**config.mk**
```make
export PLATFORM = sky130hd
export DESIGN_NAME = hex_stream_to_jtag_shift_dr
export DESIGN_NICKNAME = d
export VERILOG_FILES = /design/src/rtl/core/hsj_pkg.sv /design/src/rtl/core/hsj_cmd_fifo.sv /design/src/rtl/core/hsj_front.sv /design/src/rtl/core/hsj_back.sv /design/src/rtl/core/hex_stream_to_jtag_shift_dr.sv
export SDC_FILE = /design/constraint.sdc
export NUM_CORES = 1
export LEC_CHECK = 0
export ABC_AREA = 1
export BUFFER_PORTS_ARGS = -buffer_cell sky130_fd_sc_hd__clkbuf_2
export CELL_PAD_IN_SITES_DETAIL_PLACEMENT = 0
export CELL_PAD_IN_SITES_GLOBAL_PLACEMENT = 1
export CORE_MARGIN = 3
export CORE_UTILIZATION = 53
export DETAILED_ROUTE_END_ITERATION = 12
export PLACE_DENSITY_LB_ADDON = 0.15
export SLEW_MARGIN = 20
export SYNTH_ARGS = -nofsm -noshare
export SYNTH_HDL_FRONTEND = slang
export SYNTH_SLANG_ARGS = --single-unit
export TNS_END_PERCENT = 50
```
**constraint.sdc**
```tcl
create_clock -name clk -period 7.4 [get_ports clk]
set_input_delay 0.37 -clock clk [delete_from_list [all_inputs] [get_ports clk]]
set_output_delay 0.37 -clock clk [all_outputs]
set_load 0.02 [all_outputs]
```
**src/rtl/core/hsj_pkg.sv**
```systemverilog
// Shared types, constants and helpers of the hex stream to JTAG Shift-DR serializer.
// No dependencies.
package hsj_pkg;

    // Nibble counter width and reported count width
    localparam int COUNT_BITS = 24;
    localparam int OUT_CNT_W  = 24;

    // Command queue between front and back
    localparam int CQ_DEPTH = 4;
    localparam int CQ_PTR_W = $clog2(CQ_DEPTH);
    localparam int CQ_CNT_W = $clog2(CQ_DEPTH + 1);

    // Character codes
    localparam logic [7:0] CH_DOT    = 8'h2E;
    localparam logic [7:0] CH_SPACE  = 8'h20;
    localparam logic [7:0] CH_ZERO   = 8'h30;
    localparam logic [7:0] CH_NINE   = 8'h39;
    localparam logic [7:0] CH_UPPER_A = 8'h41;
    localparam logic [7:0] CH_UPPER_F = 8'h46;
    localparam logic [7:0] CASE_MASK = 8'hDF;
    localparam logic [3:0] LETTER_OFS = 4'd9;

    // Beat positions inside one command
    localparam int BEAT_W = 3;
    localparam logic [BEAT_W-1:0] BEAT_FIRST     = 3'd0;
    localparam logic [BEAT_W-1:0] BEAT_DATA_LAST = 3'd3;
    localparam logic [BEAT_W-1:0] BEAT_UPDATE    = 3'd4;

    typedef enum logic [1:0] {
        CMD_SHIFT  = 2'd0,
        CMD_FINAL  = 2'd1,
        CMD_STATUS = 2'd2
    } cmd_kind_t;

    typedef enum logic [1:0] {
        ST_SHIFTING = 2'd0,
        ST_DONE     = 2'd1,
        ST_NODATA   = 2'd2
    } status_t;

    typedef struct packed {
        cmd_kind_t             kind;
        logic [3:0]            nibble;
        logic [OUT_CNT_W-1:0]  count;
    } cmd_t;

    typedef struct packed {
        logic full;
        logic empty;
    } cq_stat_t;

    // Low bits of the counter, zero-extended where the counter is narrower
    function automatic logic [OUT_CNT_W-1:0] out_count(input logic [COUNT_BITS-1:0] cnt);
        logic [31:0] wide;
        wide = 32'(cnt);
        return wide[OUT_CNT_W-1:0];
    endfunction

endpackage

```
**src/rtl/core/hsj_cmd_fifo.sv**
```systemverilog
// Command queue between the classifying front and the shifting back.
// Depends on hsj_pkg.
module hsj_cmd_fifo
    import hsj_pkg::*;
(
    input  logic     clk,
    input  logic     rst_n,
    input  logic     wr_en,
    input  cmd_t     wr_data,
    input  logic     rd_en,
    output cmd_t     rd_data,
    output cq_stat_t stat
);

    cmd_t                slot_reg [CQ_DEPTH];
    logic [CQ_PTR_W-1:0] wr_ptr_reg;
    logic [CQ_PTR_W-1:0] rd_ptr_reg;
    logic [CQ_CNT_W-1:0] fill_reg;
    logic                do_wr;
    logic                do_rd;

    assign stat.full  = (fill_reg == CQ_CNT_W'(CQ_DEPTH));
    assign stat.empty = (fill_reg == '0);
    assign do_wr      = wr_en && !stat.full;
    assign do_rd      = rd_en && !stat.empty;
    assign rd_data    = slot_reg[rd_ptr_reg];

    // Store the pushed command
    always_ff @(posedge clk)
    begin
        if (do_wr)
        begin
            slot_reg[wr_ptr_reg] <= wr_data;
        end
    end

    // Advance pointers and fill level
    always_ff @(posedge clk or negedge rst_n)
    begin
        if (!rst_n)
        begin
            wr_ptr_reg <= '0;
            rd_ptr_reg <= '0;
            fill_reg   <= '0;
        end
        else
        begin
            if (do_wr)
            begin
                wr_ptr_reg <= wr_ptr_reg + 1'b1;
            end
            if (do_rd)
            begin
                rd_ptr_reg <= rd_ptr_reg + 1'b1;
            end
            if (do_wr && !do_rd)
            begin
                fill_reg <= fill_reg + 1'b1;
            end
            else if (do_rd && !do_wr)
            begin
                fill_reg <= fill_reg - 1'b1;
            end
        end
    end

endmodule

```
**src/rtl/core/hsj_front.sv**
```systemverilog
// Front end: accepts characters, tracks the held nibble, abort and count,
// and queues shift, final or status commands. Depends on hsj_pkg.
module hsj_front
    import hsj_pkg::*;
(
    input  logic       clk,
    input  logic       rst_n,
    input  logic       push,
    input  logic [7:0] char_code,
    output logic       full,
    input  cq_stat_t   cq_stat,
    output logic       cq_push,
    output cmd_t       cq_data
);

    logic [3:0]            held_nibble_reg, held_nibble_next;
    logic                  held_valid_reg,  held_valid_next;
    logic                  aborted_reg,     aborted_next;
    logic [COUNT_BITS-1:0] count_reg,       count_next;

    logic                  accept;
    logic [7:0]            upper;
    logic                  is_dot;
    logic                  is_dec;
    logic                  is_alpha;
    logic                  is_bad;
    logic [3:0]            digit;
    logic                  shifting;
    logic [COUNT_BITS-1:0] count_inc;

    assign full   = cq_stat.full;
    assign accept = push && !full;

    // Classify the character
    always_comb
    begin
        upper    = char_code & CASE_MASK;
        is_dot   = (char_code == CH_DOT);
        is_dec   = (char_code >= CH_ZERO) && (char_code <= CH_NINE);
        is_alpha = (upper >= CH_UPPER_A) && (upper <= CH_UPPER_F);
        is_bad   = (char_code > CH_SPACE);
        digit    = is_dec ? char_code[3:0] : (char_code[3:0] + LETTER_OFS);
        shifting = held_valid_reg && !aborted_reg;
        count_inc = (count_reg == '1) ? count_reg : (count_reg + COUNT_BITS'(1));
    end

    // Update stream state and build the command
    always_comb
    begin
        held_nibble_next = held_nibble_reg;
        held_valid_next  = held_valid_reg;
        aborted_next     = aborted_reg;
        count_next       = count_reg;
        cq_push          = 1'b0;
        cq_data.kind     = CMD_STATUS;
        cq_data.nibble   = held_nibble_reg;
        cq_data.count    = out_count(count_reg);
        if (accept)
        begin
            priority if (is_dot)
            begin
                cq_push = 1'b1;
                if (shifting)
                begin
                    cq_data.kind  = CMD_FINAL;
                    cq_data.count = out_count(count_inc);
                end
                held_nibble_next = '0;
                held_valid_next  = 1'b0;
                aborted_next     = 1'b0;
                count_next       = '0;
            end
            else if (is_dec || is_alpha)
            begin
                if (shifting)
                begin
                    cq_push       = 1'b1;
                    cq_data.kind  = CMD_SHIFT;
                    cq_data.count = out_count(count_inc);
                    count_next    = count_inc;
                end
                held_nibble_next = digit;
                held_valid_next  = 1'b1;
            end
            else if (is_bad)
            begin
                cq_push      = 1'b1;
                aborted_next = 1'b1;
            end
            else
            begin
                // drop whitespace and control characters
                cq_push = 1'b0;
            end
        end
    end

    // Hold stream state
    always_ff @(posedge clk or negedge rst_n)
    begin
        if (!rst_n)
        begin
            held_nibble_reg <= '0;
            held_valid_reg  <= 1'b0;
            aborted_reg     <= 1'b0;
            count_reg       <= '0;
        end
        else
        begin
            held_nibble_reg <= held_nibble_next;
            held_valid_reg  <= held_valid_next;
            aborted_reg     <= aborted_next;
            count_reg       <= count_next;
        end
    end

endmodule

```
**src/rtl/core/hsj_back.sv**
```systemverilog
// Back end: expands queued commands into TCK beats and status results, one
// per cycle into an output register unless it stalls. Depends on hsj_pkg.
module hsj_back
    import hsj_pkg::*;
(
    input  logic                 clk,
    input  logic                 rst_n,
    input  cq_stat_t             cq_stat,
    input  cmd_t                 cq_data,
    output logic                 cq_pop,
    input  logic                 pop,
    output logic                 empty,
    output logic                 pin_tms,
    output logic                 pin_tdi,
    output logic                 clock_valid,
    output logic [1:0]           status,
    output logic [OUT_CNT_W-1:0] nibbles_done,
    output logic                 last
);

    cmd_t              cmd_reg, cmd_next;
    logic              cmd_valid_reg, cmd_valid_next;
    logic [BEAT_W-1:0] beat_reg, beat_next;

    logic                 out_valid_reg, out_valid_next;
    logic                 tms_reg, tdi_reg, clk_reg, last_reg;
    status_t              status_reg;
    logic [OUT_CNT_W-1:0] count_reg;

    logic                 advance;
    logic                 final_beat;
    logic                 r_tms, r_tdi, r_clk, r_last;
    status_t              r_status;

    assign advance = !out_valid_reg || pop;

    // Form the result of the current beat
    always_comb
    begin
        r_tms      = 1'b0;
        r_tdi      = 1'b0;
        r_clk      = 1'b0;
        r_last     = 1'b0;
        r_status   = ST_NODATA;
        final_beat = 1'b1;
        unique case (cmd_reg.kind)
            CMD_SHIFT:
            begin
                r_clk      = 1'b1;
                r_status   = ST_SHIFTING;
                r_tdi      = cmd_reg.nibble[2'(BEAT_DATA_LAST - beat_reg)];
                final_beat = (beat_reg == BEAT_DATA_LAST);
                r_last     = final_beat;
            end
            CMD_FINAL:
            begin
                r_clk      = 1'b1;
                final_beat = (beat_reg == BEAT_UPDATE);
                if (final_beat)
                begin
                    r_tms    = 1'b1;
                    r_tdi    = 1'b1;
                    r_last   = 1'b1;
                    r_status = ST_DONE;
                end
                else
                begin
                    r_status = ST_SHIFTING;
                    r_tdi    = cmd_reg.nibble[2'(BEAT_DATA_LAST - beat_reg)];
                    r_tms    = (beat_reg == BEAT_DATA_LAST);
                end
            end
            default:
            begin
                r_last = 1'b1;
            end
        endcase
    end

    // Step beats and fetch the next command
    always_comb
    begin
        cmd_next       = cmd_reg;
        cmd_valid_next = cmd_valid_reg;
        beat_next      = beat_reg;
        out_valid_next = out_valid_reg;
        cq_pop         = 1'b0;
        if (advance)
        begin
            out_valid_next = cmd_valid_reg;
        end
        if (!cmd_valid_reg || (advance && final_beat))
        begin
            cq_pop         = !cq_stat.empty;
            cmd_valid_next = !cq_stat.empty;
            cmd_next       = cq_data;
            beat_next      = BEAT_FIRST;
        end
        else if (advance)
        begin
            beat_next = beat_reg + 1'b1;
        end
    end

    // Hold control state
    always_ff @(posedge clk or negedge rst_n)
    begin
        if (!rst_n)
        begin
            cmd_valid_reg <= 1'b0;
            beat_reg      <= BEAT_FIRST;
            out_valid_reg <= 1'b0;
        end
        else
        begin
            cmd_valid_reg <= cmd_valid_next;
            beat_reg      <= beat_next;
            out_valid_reg <= out_valid_next;
        end
    end

    // Load command and output payload
    always_ff @(posedge clk)
    begin
        cmd_reg <= cmd_next;
        if (advance && cmd_valid_reg)
        begin
            tms_reg    <= r_tms;
            tdi_reg    <= r_tdi;
            clk_reg    <= r_clk;
            last_reg   <= r_last;
            status_reg <= r_status;
            count_reg  <= cmd_reg.count;
        end
    end

    assign empty        = !out_valid_reg;
    assign pin_tms      = tms_reg;
    assign pin_tdi      = tdi_reg;
    assign clock_valid  = clk_reg;
    assign status       = status_reg;
    assign nibbles_done = count_reg;
    assign last         = last_reg;

endmodule

```
**src/rtl/core/hex_stream_to_jtag_shift_dr.sv**
```systemverilog
// Top level of the hex stream to JTAG Shift-DR serializer: front, command
// queue and back. Depends on hsj_pkg, hsj_front, hsj_cmd_fifo, hsj_back.
//
// Channel  | Handshake      | Payload
// ---------+----------------+------------------------------------------------
// input    | push / full    | char_code
// result   | empty / pop    | pin_tms pin_tdi clock_valid status nibbles_done last
//
// A character is taken every cycle while the command queue has room, also
// while the back end still works. A hex digit makes 4 results if a digit is
// held and not aborted, else 0; the end mark up to 5, others 1 or 0. The
// back end emits one result per cycle while its output register is empty or
// popped. A result passes the queue, command register and output register.
// Reset is asynchronous and empties queue and output register. full rises
// when the 4-entry queue fills; a held result stays until popped.
module hex_stream_to_jtag_shift_dr
    import hsj_pkg::*;
(
    input  logic                 clk,
    input  logic                 rst_n,
    input  logic                 push,
    output logic                 full,
    input  logic [7:0]           char_code,
    output logic                 empty,
    input  logic                 pop,
    output logic                 pin_tms,
    output logic                 pin_tdi,
    output logic                 clock_valid,
    output logic [1:0]           status,
    output logic [OUT_CNT_W-1:0] nibbles_done,
    output logic                 last
);

    cq_stat_t cq_stat;
    logic     cq_push;
    logic     cq_pop;
    cmd_t     cq_wr_data;
    cmd_t     cq_rd_data;

    // Classify characters
    hsj_front u_front (
        .clk       (clk),
        .rst_n     (rst_n),
        .push      (push),
        .char_code (char_code),
        .full      (full),
        .cq_stat   (cq_stat),
        .cq_push   (cq_push),
        .cq_data   (cq_wr_data)
    );

    // Decouple front and back
    hsj_cmd_fifo u_cq (
        .clk     (clk),
        .rst_n   (rst_n),
        .wr_en   (cq_push),
        .wr_data (cq_wr_data),
        .rd_en   (cq_pop),
        .rd_data (cq_rd_data),
        .stat    (cq_stat)
    );

    // Expand commands into pin beats
    hsj_back u_back (
        .clk          (clk),
        .rst_n        (rst_n),
        .cq_stat      (cq_stat),
        .cq_data      (cq_rd_data),
        .cq_pop       (cq_pop),
        .pop          (pop),
        .empty        (empty),
        .pin_tms      (pin_tms),
        .pin_tdi      (pin_tdi),
        .clock_valid  (clock_valid),
        .status       (status),
        .nibbles_done (nibbles_done),
        .last         (last)
    );

endmodule

```
==> results of run 1 <==
==> cells in the mapped netlist (all sizes together) <==
cell    count
a21o        1
a21oi       4
a22o        1
and3        1
buf        10
clkbuf     21
clkinv      1
dfrtp      42
edfxtp    180
fa          1
ha         14
inv        66
mux2        1
nand2     200
nand3      69
nand3b      2
nand4      13
nor2      108
nor3        8
o21ai      81
o22ai      32
or2         3
xnor2       3
xor2        9
==> routing by layer <==
layer	up-vias	wire [um]	track usage, %
met5	-	0	0
met2	188	9080	31.5
li1	3114	-	-
met1	2999	8880	29.2
met4	0	289	5.76
met3	26	1340	3.00
==> worst max-delay path, cell delays in order (launching register included) <==
cell	delay [ns]
dfrtp_1	0.36
inv_1	0.06
nand2_1	0.32
inv_1	0.69
nand2_1	0.11
nand2_1	0.11
nand2_2	0.12
inv_1	0.12
ha_1	0.14
inv_1	0.07
fa_1	0.44
a21oi_1	0.14
o21ai_0	0.11
xor2_1	0.15
==> path summary, 6_finish.rpt <==
| path | startpoint | endpoint | slack [ns] | cells past startpoint |
|---|---|---|---|---|
| worst max-delay path | u_front.aborted_reg$_DFFE_PN0P_ | u_cq.fill_reg[2]$_DFFE_PN0P_ | 4.31 | 13 |
| min in group asynchronous | rst_n | u_front.held_nibble_reg[0]$_DFFE_PN0P_ | 0.50 | 3 |
| worst min register to register | u_back.cmd_reg[23]$_DFFE_PP_ | u_back.nibbles_done[23]$_DFFE_PP_ | 0.42 | 0 |
| worst max register to register | u_front.aborted_reg$_DFFE_PN0P_ | u_cq.fill_reg[2]$_DFFE_PN0P_ | 4.31 | 13 |
| max in group asynchronous | rst_n | u_front.count_reg[20]$_DFFE_PN0P_ | 6.50 | 3 |
| worst min-delay path | pop | u_back.out_valid_reg$_DFFE_PN0N_ | 0.18 | 4 |
==> power breakdown <==
part	leakage (uW)	internal (uW)	switching (uW)	total [uW]
logic	0.00183	268	657	925
registers	0.00230	1770	106	1880
clock network	0.000346	625	447	1070
total	0.00448	2670	1210	3880
==> cell usage in the layout, fill, tap and decap left out, types with 11 or more instances in the layout <==
master     netlist  routed
buf_4            2      11
clkbuf_16        0      23
clkbuf_2         0      43
dfrtp_1         42      42
edfxtp_1       180     180
ha_1            14      14
inv_1           59      59
nand2_1        182     182
nand2_2         16      16
nand3_1         63      63
nor2_1          93      87
nor2_2           8      14
o21ai_0         71      71
o22ai_1         32      32
==> kinds of logic after synthesis <==
group | Yosys count
xor+xnor | 12
flops | 222
fa+ha+maj | 15
mux | 1
simple gates | 404
compound gates | 119
buf+inv | 98
==> stage by stage <==
stage          setup slack, ns  power (uW)
3_5_place_dp              4.26        2840
3_3_place_gp              4.34        2790
6_report                  4.31        3880
2_1_floorplan             4.26        2520
5_1_grt                   3.94        4100
4_1_cts                   4.25        3920
==> area by class of cell <==
class	instances	share of cell area [%]
clock buffers	32	5.69
clock inverters	10	0.817
inverters	67	2.31
multi-input cells	551	26.4
flip-flops and latches	222	59.4
well taps	225	2.59
repair buffers	55	2.83
==> repair_timing <==
item                      in CTS  in global routing
hold endpoints to repair      42                  0
buffers inserted               0                  0
hold buffers                   1                  0
gates resized for setup        0                  0
==> results_dict.tcl, run 1 <==
set metrics [dict create \
    drtAntennaViolNets 0 \
    synth_top_cell_by_area "edfxtp_1" \
    clock_path_buffers 3 \
    gp_congestion 0.902 \
    crit_fanout 22 \
    synthSimpleGateAreaFrac_pct 19.3 \
    yosys-mux-area-fraction_pct 0.116 \
    worstPathArrival_ns 3.46 \
    fill_cells 1405 \
    drv_slew 0 \
    cp.required_ns 7.77 \
    numCtsBuffers 23 \
    rsz0062_at_grt "no" \
    drc 0 \
    synth_xor_area_share_pct 1.08 \
    syn_area_per_cell_um2 11.2 \
    skew_ns 0.00995 \
    final.setup.tns_ns 0 \
    tightest_slew_ns 1.03 \
    largest_reg_flops 120 \
    slew_headroom_pct 31.4 \
    rows 48 \
    yosys.area.top_type_share_pct 55.6 \
    yosysWarningCount 0 \
    overflow 0 \
    stdcell_area_um2 10900 \
    p_leak_uw 0.00448 \
    grt_pass1_wl_mm 31.9 \
    whs_ns 0.180 \
    avgRoutedWirePerCell_um 16.9 \
    num_vias 6327 \
    worstSetupStartpointType "flop" \
    drt_iter0_drc 407 \
    multi_input_area_um2 2870 \
    die_w_um 141 \
    h-tree-depth 1 \
    drive_above_1_share_pct 16.2 \
    port_buffers 43 \
    critPathKind "reg -> reg" \
    die_area_um2 20000 \
    numClockSinks 222 \
    die_y_um 141 \
    hold_path.class "in -> reg" \
    end_kind "flop" \
    register_area_um2 6460 \
    core_um2 17600 \
    clk_pin_slew_ns 0.06 \
    ys_ff_latch 222 \
    syn_nets 898 \
    ys_types 43 \
    synthCells 871 \
    grt_pass1_vias 6173 \
    diodes 0 \
    fin_crit_sh_pct 41.7 \
    synth.area.top_cells "edfxtp_1 56%, dfrtp_1 11%, nand2_1 7.0%, o21ai_0 3.7%, nor2_1 3.6%" \
    final-setup-viol-count 0 \
    instances_no_fill 1162 \
    power.density_nw_per_um2 356 \
    cts_tree "yes" \
    vias_per_cell 5.44 \
    nets 947 \
    grt_max_degree 64 \
    irDropWorstVdd_mv 0.349 \
    dr.pass1.iters 5 \
    synth_top_family_by_area "simple AND/OR/NAND/NOR gates" \
    io_pins 44 \
    maxCapViolations 0 \
    synthAdderAreaFrac_pct 2.01 \
    synth_compound_area_share_pct 6.85 \
    max_freq_ghz 0.324 \
    dp_hpwl_mm 12.4 \
    grt_use_total_pct 19.9 \
    worstSkewPairLatency_ns 0.50 \
    cts_root_buf "clkbuf_16" \
    area_delta_synth_final_pct 11.9 \
    place_inst 1119 \
    outcome "complete, no violations" \
    place_area_um2 10200 \
    initial_core_util_pct 55.2 \
    min_period_ns 3.09 \
    synth-seq-area-share_pct 66.4 \
    drt_wl_total_mm 19.6 \
    hold_violations 0 \
    final_core_util_pct 61.8 \
    syn_area_um2 9720 \
    antenna_found_initial 0 \
]
No activity file was read; power rests on OpenSTA's default activity.
==> run 2: changes to the inputs <==
CORE_UTILIZATION = 49   (was 53)
clock period = 2.9 ns   (was 7.4 ns; I/O delays follow)
==> results_dict.tcl, run 2 (synthesized netlist as in run 1, its figures left out) <==
set metrics [dict create \
    outcome "complete, no violations" \
    num_vias 6414 \
    gp_congestion 0.859 \
    port_buffers 43 \
    clk_pin_slew_ns 0.06 \
    area_delta_synth_final_pct 13.6 \
    power.density_nw_per_um2 906 \
    die_y_um 147 \
    tightest_slew_ns 0.777 \
    highest_layer "met4" \
    path_cells "ha_1 > ha_1 > inv_1 > nor2_1 > nor3_2 > buf_4 > o21ai_4 > o21ai_2 > ha_1 > inv_1 > fa_1 > a21oi_1 > o21ai_0 > xor2_1" \
    cts.repair.resized 0 \
    grt_pass1_vias 6322 \
    numClockSinks 222 \
    overflow 0 \
    skew_ns 0.0158 \
    rr_startpoint "u_back.beat_reg[0]$_DFFE_PN0P_" \
    power_uw 10000 \
    met3_wirelength_um 958 \
    max_stage_delay_ns 0.44 \
    worstSetupStartpointType "flop" \
    initial_core_util_pct 50.9 \
    drc 0 \
    io_pins 44 \
    end_kind "flop" \
    pwr-share-clk_pct 27.5 \
    largest_reg_flops 120 \
    maxCapViolations 0 \
    cp_slowest_cell "fa_1" \
    final-setup-viol-count 0 \
    final_common_cell "nand2_1" \
    cts_tree "yes" \
    dr.pass1.iters 4 \
    hold_violations 0 \
    avgRoutedWirePerCell_um 16.8 \
    r2r_end "u_cq.fill_reg[2]$_DFFE_PN0P_" \
    h-tree-depth 1 \
    numCtsBuffers 23 \
    slew_headroom_pct 48.2 \
    rrSetupSlack_ns 0.26 \
    drive_above_1_share_pct 17.3 \
    grt_pass1_wl_mm 32.8 \
    r2r_cells 14 \
    cp.required_ns 3.27 \
    p_int_uw 6820 \
    drt_wl_total_mm 20.3 \
    core_um2 19100 \
    drt_iter0_drc 364 \
    nets 955 \
    p_leak_uw 0.00452 \
    fin_crit_sh_pct 91.2 \
    vias_per_cell 5.33 \
    hold_path.class "in -> reg" \
    power.switching_uw 3180 \
    most-common-layout-cells "182 x nand2_1, 180 x edfxtp_1, 88 x nor2_1, 71 x o21ai_0, 63 x nand3_1" \
    cts_root_buf "clkbuf_16" \
    drv_slew 0 \
    pwr-share-seq_pct 48.0 \
    die_w_um 147 \
    min_period_ns 2.64 \
    antenna_found_initial 0 \
    p_comb_share_pct 24.5 \
    critPathKind "reg -> reg" \
    wl_met2_mm 9.41 \
    crit_fanout 6 \
    rsz0062_at_grt "no" \
    worstPathArrival_ns 3.01 \
    m1WireLength_mm 9.52 \
    max_freq_ghz 0.378 \
    hp-start "char_code[0]" \
    place_area_um2 10300 \
    whs_ns 0.0218 \
    min_to "u_front.held_nibble_reg[0]$_DFFE_PN0P_" \
    fill_cells 1566 \
    drtAntennaViolNets 0 \
    clock_path_buffers 3 \
    final_core_util_pct 57.9 \
    final.setup.tns_ns 0 \
    rows 50 \
    die_area_um2 21600 \
    whs_path_depth 4 \
    stdcell_area_um2 11000 \
    diodes 0 \
    swShare_pct 31.8 \
    grt_use_total_pct 19.0 \
    crit_path_frequent_cell "ha_1" \
    irDropWorstVdd_mv 0.418 \
    worstSkewPairLatency_ns 0.50 \
    grt_max_degree 57 \
    dp_hpwl_mm 13.1 \
]
-- run 2: layer usage --
| metal | vias up | GRT usage [%] |
|---|---|---|
| met5 | - | 0 |
| met4 | 0 | 4.99 |
| met3 | 34 | 2.78 |
| met2 | 138 | 31.0 |
| met1 | 3114 | 26.9 |
| li1 | 3128 | - |
-- run 2: timing repair --
item,CTS,global route
setup buffers,0,0
endpoints found under the hold margin,28,0
hold buffers,2,0
-- run 2: layout make-up --
class	instances	area (um2)	share of cell area [%]
Multi-Input combinational cell	551	2880	26.0
Clock inverter	11	80.1	0.725
Sequential cell	222	6460	58.5
Clock buffer	30	632	5.72
Timing Repair Buffer	63	420	3.81
Tap cell	260	325	2.95
Inverter	67	251	2.28
-- run 2: power by group through the flow --
stage | Sequential [uW] | Combinational, uW | Clock (uW)
floorplan | 5020 | 1420 | 0
CTS | 4810 | 2480 | 2810
global placement | 4840 | 2410 | 0
detailed placement | 4880 | 2470 | 0
finish | 4800 | 2450 | 2750
global route | 4870 | 2760 | 2950
-- run 2: critical path: cells and delay by family (launching register included) --
family | cells | cell delay [ns]
and+or+nand+nor | 2 | 0.19
adders and majority gates | 4 | 1.02
xor gates and xnor gates | 1 | 0.15
DFF | 1 | 0.42
buffers and inverters | 3 | 0.31
AOI/OAI and AO/OA | 4 | 0.43
-- run 2: stage by stage --
stage | setup slack [ns] | std cells
3_5_place_dp | 0.179 | 1161
6_report | 0.256 | 1204
2_1_floorplan | 0.0884 | 871
3_3_place_gp | 0.237 | 1161
5_1_grt | 0.123 | 1204
4_1_cts | 0.244 | 1204
-- run 2: how the worst max path moves through the flow --
| stage | from | endpoint | slack (ns) | cells after the start |
|---|---|---|---|---|
| final | u_back.beat_reg[0]$_DFFE_PN0P_ | u_cq.fill_reg[2]$_DFFE_PN0P_ | 0.26 | 14 |
| after global routing | u_back.beat_reg[0]$_DFFE_PN0P_ | u_cq.fill_reg[2]$_DFFE_PN0P_ | 0.12 | 14 |
| after CTS | u_back.beat_reg[0]$_DFFE_PN0P_ | u_cq.fill_reg[2]$_DFFE_PN0P_ | 0.24 | 14 |
| after detailed placement | char_code[0] | u_cq.fill_reg[2]$_DFFE_PN0P_ | 0.18 | 20 |
| after global placement | char_code[0] | u_cq.fill_reg[2]$_DFFE_PN0P_ | 0.24 | 20 |
| after floorplan | u_back.beat_reg[0]$_DFFE_PN0P_ | u_cq.fill_reg[1]$_DFFE_PN0P_ | 0.09 | 11 |
==> run 3: changes to the inputs <==
ABC_AREA = unset   (was 1)
CORE_UTILIZATION = 52   (was 49)
==> results_dict.tcl, run 3 <==
set metrics [dict create \
    outcome "complete, no violations" \
    min_period_ns 2.76 \
    maxCapViolations 0 \
    async_flop_share_pct 18.9 \
    largest_reg_flops 120 \
    initial_core_util_pct 53.5 \
    most-common-layout-cells "180 x edfxtp_1, 43 x clkbuf_2, 41 x dfrtp_1, 38 x nand2_1, 31 x mux4_2" \
    die_area_um2 19600 \
    worstSetupStartpointType "flop" \
    rsz0062_at_grt "no" \
    hp-start "char_code[2]" \
    area_delta_synth_final_pct 15.0 \
    irDropWorstVdd_mv 0.510 \
    rrSetupSlack_ns 0.14 \
    syn_area_um2 9320 \
    syn_area_per_cell_um2 16.0 \
    skew_ns 0.00767 \
    drive_above_1_share_pct 24.4 \
    rows 48 \
    max_freq_ghz 0.363 \
    grt_pass1_wl_mm 29.4 \
    end_kind "flop" \
    p_leak_uw 0.00373 \
    numCtsBuffers 23 \
    h-tree-depth 1 \
    vias_per_cell 5.87 \
    gp_congestion 0.849 \
    worstSkewPairLatency_ns 0.49 \
    min_to "u_front.held_nibble_reg[2]$_DFFE_PN0P_" \
    drc 0 \
    rr_startpoint "u_back.beat_reg[1]$_DFFE_PN0P_" \
    drt_iter0_drc 352 \
    numClockSinks 222 \
    core_um2 17400 \
    die_y_um 140 \
    cts_root_buf "clkbuf_16" \
    dp_hpwl_mm 11.4 \
    r2r_cells 13 \
    drv_slew 0 \
    synth_common_cells "180 x edfxtp_1, 42 x dfrtp_1, 38 x nand2_1, 31 x mux4_2, 25 x xnor2_1" \
    final-setup-viol-count 0 \
    ys_types 63 \
    yosys_most_used_dff "edfxtp_1" \
    io_pins 44 \
    fin_crit_sh_pct 95.0 \
    slew_headroom_pct 42.4 \
    num_vias 5234 \
    grt_pass1_vias 5191 \
    avgRoutedWirePerCell_um 20.4 \
    synthCells 584 \
    crit_fanout 4 \
    synth_top_cell_by_area "edfxtp_1" \
    drtAntennaViolNets 0 \
    synth-seq-area-share_pct 69.2 \
    nets 678 \
    clk_pin_slew_ns 0.06 \
    tightest_slew_ns 0.859 \
    drt_wl_total_mm 18.2 \
    hold_violations 0 \
    die_w_um 140 \
    diodes 0 \
    overflow 0 \
    yosys.area.top_type_share_pct 58.0 \
    final_common_cell "edfxtp_1" \
    whs_path_depth 3 \
    synth-edff-count 180 \
    hold_path.class "in -> reg" \
    ys_ff_latch 222 \
    grt_max_degree 33 \
    whs_ns 0.0720 \
    cts_tree "yes" \
    synth_most_common_cell "edfxtp_1" \
    cp.required_ns 3.32 \
    synth.area.top_cells "edfxtp_1 58%, dfrtp_1 11%, mux4_2 7.5%, xnor2_1 2.3%, ha_1 1.9%" \
    clock_path_buffers 3 \
    syn_nets 611 \
    worstPathArrival_ns 3.17 \
    critPathKind "reg -> reg" \
    r2r_end "u_cq.fill_reg[2]$_DFFE_PN0P_" \
    grt_use_total_pct 19.1 \
    yosysWarningCount 0 \
    dr.pass1.iters 5 \
    antenna_found_initial 0 \
    final.setup.tns_ns 0 \
    port_buffers 43 \
    power.density_nw_per_um2 871 \
]
run 3: changes by cell type in the layout (fill, tap and decap cells not counted), sizes merged, moves of 22 or more:
cell	change
nand2	-162
nor2	-90
o21ai	-63
nand3	-53
inv	-50
o22ai	-32
mux4	+31
xnor2	+22
run 3: stage by stage:
step	instance area [um2]	total power, uW	util (%)	instances	setup WS, ns
global placement	9990	6650	57.4	848	0.191
global route	10700	9810	61.6	892	0.00834
CTS	10700	9470	61.4	890	0.0532
finish	10700	9340	61.6	892	0.144
floorplan	9340	5980	-	584	0.0139
detailed placement	9990	6740	57.4	848	0.0838
run 3: worst max-delay path by stage:
stage | cells past startpoint | slack, ns | endpoint | startpoint
5_1_grt | 13 | 0.008 | u_cq.fill_reg[2]$_DFFE_PN0P_ | u_back.beat_reg[1]$_DFFE_PN0P_
3_3_place_gp | 12 | 0.19 | u_cq.fill_reg[2]$_DFFE_PN0P_ | u_back.beat_reg[1]$_DFFE_PN0P_
2_1_floorplan | 12 | 0.01 | u_cq.fill_reg[2]$_DFFE_PN0P_ | u_back.beat_reg[0]$_DFFE_PN0P_
6_report | 13 | 0.14 | u_cq.fill_reg[2]$_DFFE_PN0P_ | u_back.beat_reg[1]$_DFFE_PN0P_
4_1_cts | 12 | 0.05 | u_cq.fill_reg[2]$_DFFE_PN0P_ | u_back.beat_reg[1]$_DFFE_PN0P_
3_5_place_dp | 12 | 0.08 | u_cq.fill_reg[2]$_DFFE_PN0P_ | u_back.beat_reg[1]$_DFFE_PN0P_
run 3: cell type report:
type,instances,area (um2)
Clock inverter,4,21.3
Fill cell,1339,6700
Inverter,20,75.1
Timing Repair Buffer,71,515
Clock buffer,37,678
Tap cell,225,282
Sequential cell,222,6460
Multi-Input combinational cell,313,2690
run 3: timing repair:
| action | in CTS | in global routing |
|---|---|---|
| hold buffers | 1 | 0 |
| buffers inserted | 0 | 2 |
| hold endpoints to repair | 27 | 0 |
| gates resized for setup | 0 | 2 |
| endpoints found under the setup margin | 0 | 1 |
run 3: layer usage:
metal,vias up,global-route usage [%],share of wire [%]
li1,2410,-,-
met1,2651,27.4,44
met2,139,30.4,48
met3,34,3.48,5.2
met4,0,5.66,2.5
met5,-,0,0
run 3: cells by family (layout without fill, tap and decap cells):
| family | count (synthesis) | after routing | synth area share (%) |
|---|---|---|---|
| buffers and inverters | 49 | 132 | 2.21 |
| multiplexers | 37 | 37 | 8.19 |
| AO/OA/AOI/OAI | 85 | 85 | 6.58 |
| flip-flops | 222 | 222 | 69.2 |
| XOR/XNOR | 31 | 31 | 2.91 |
| adder cells (fa/ha/maj) | 15 | 15 | 2.09 |
| AND/OR/NAND/NOR | 145 | 145 | 8.78 |
run 3: worst max-delay path, cell delays in order (launching register included):
cell	delay, ns
dfrtp_1	0.42
ha_1	0.20
ha_1	0.18
nor2b_1	0.14
a311oi_2	0.23
buf_4	0.17
o21ai_4	0.06
o31ai_2	0.10
ha_2	0.27
inv_1	0.06
fa_1	0.44
xor2_1	0.17
nor2_1	0.11
xor2_1	0.14
run 3: power breakdown:
group / total [uW] / internal (uW) / switching, uW
clock: 2700 / 1590 / 1110
combinational: 1890 / 853 / 1040
sequential: 4740 / 4410 / 330
total: 9340 / 6860 / 2480
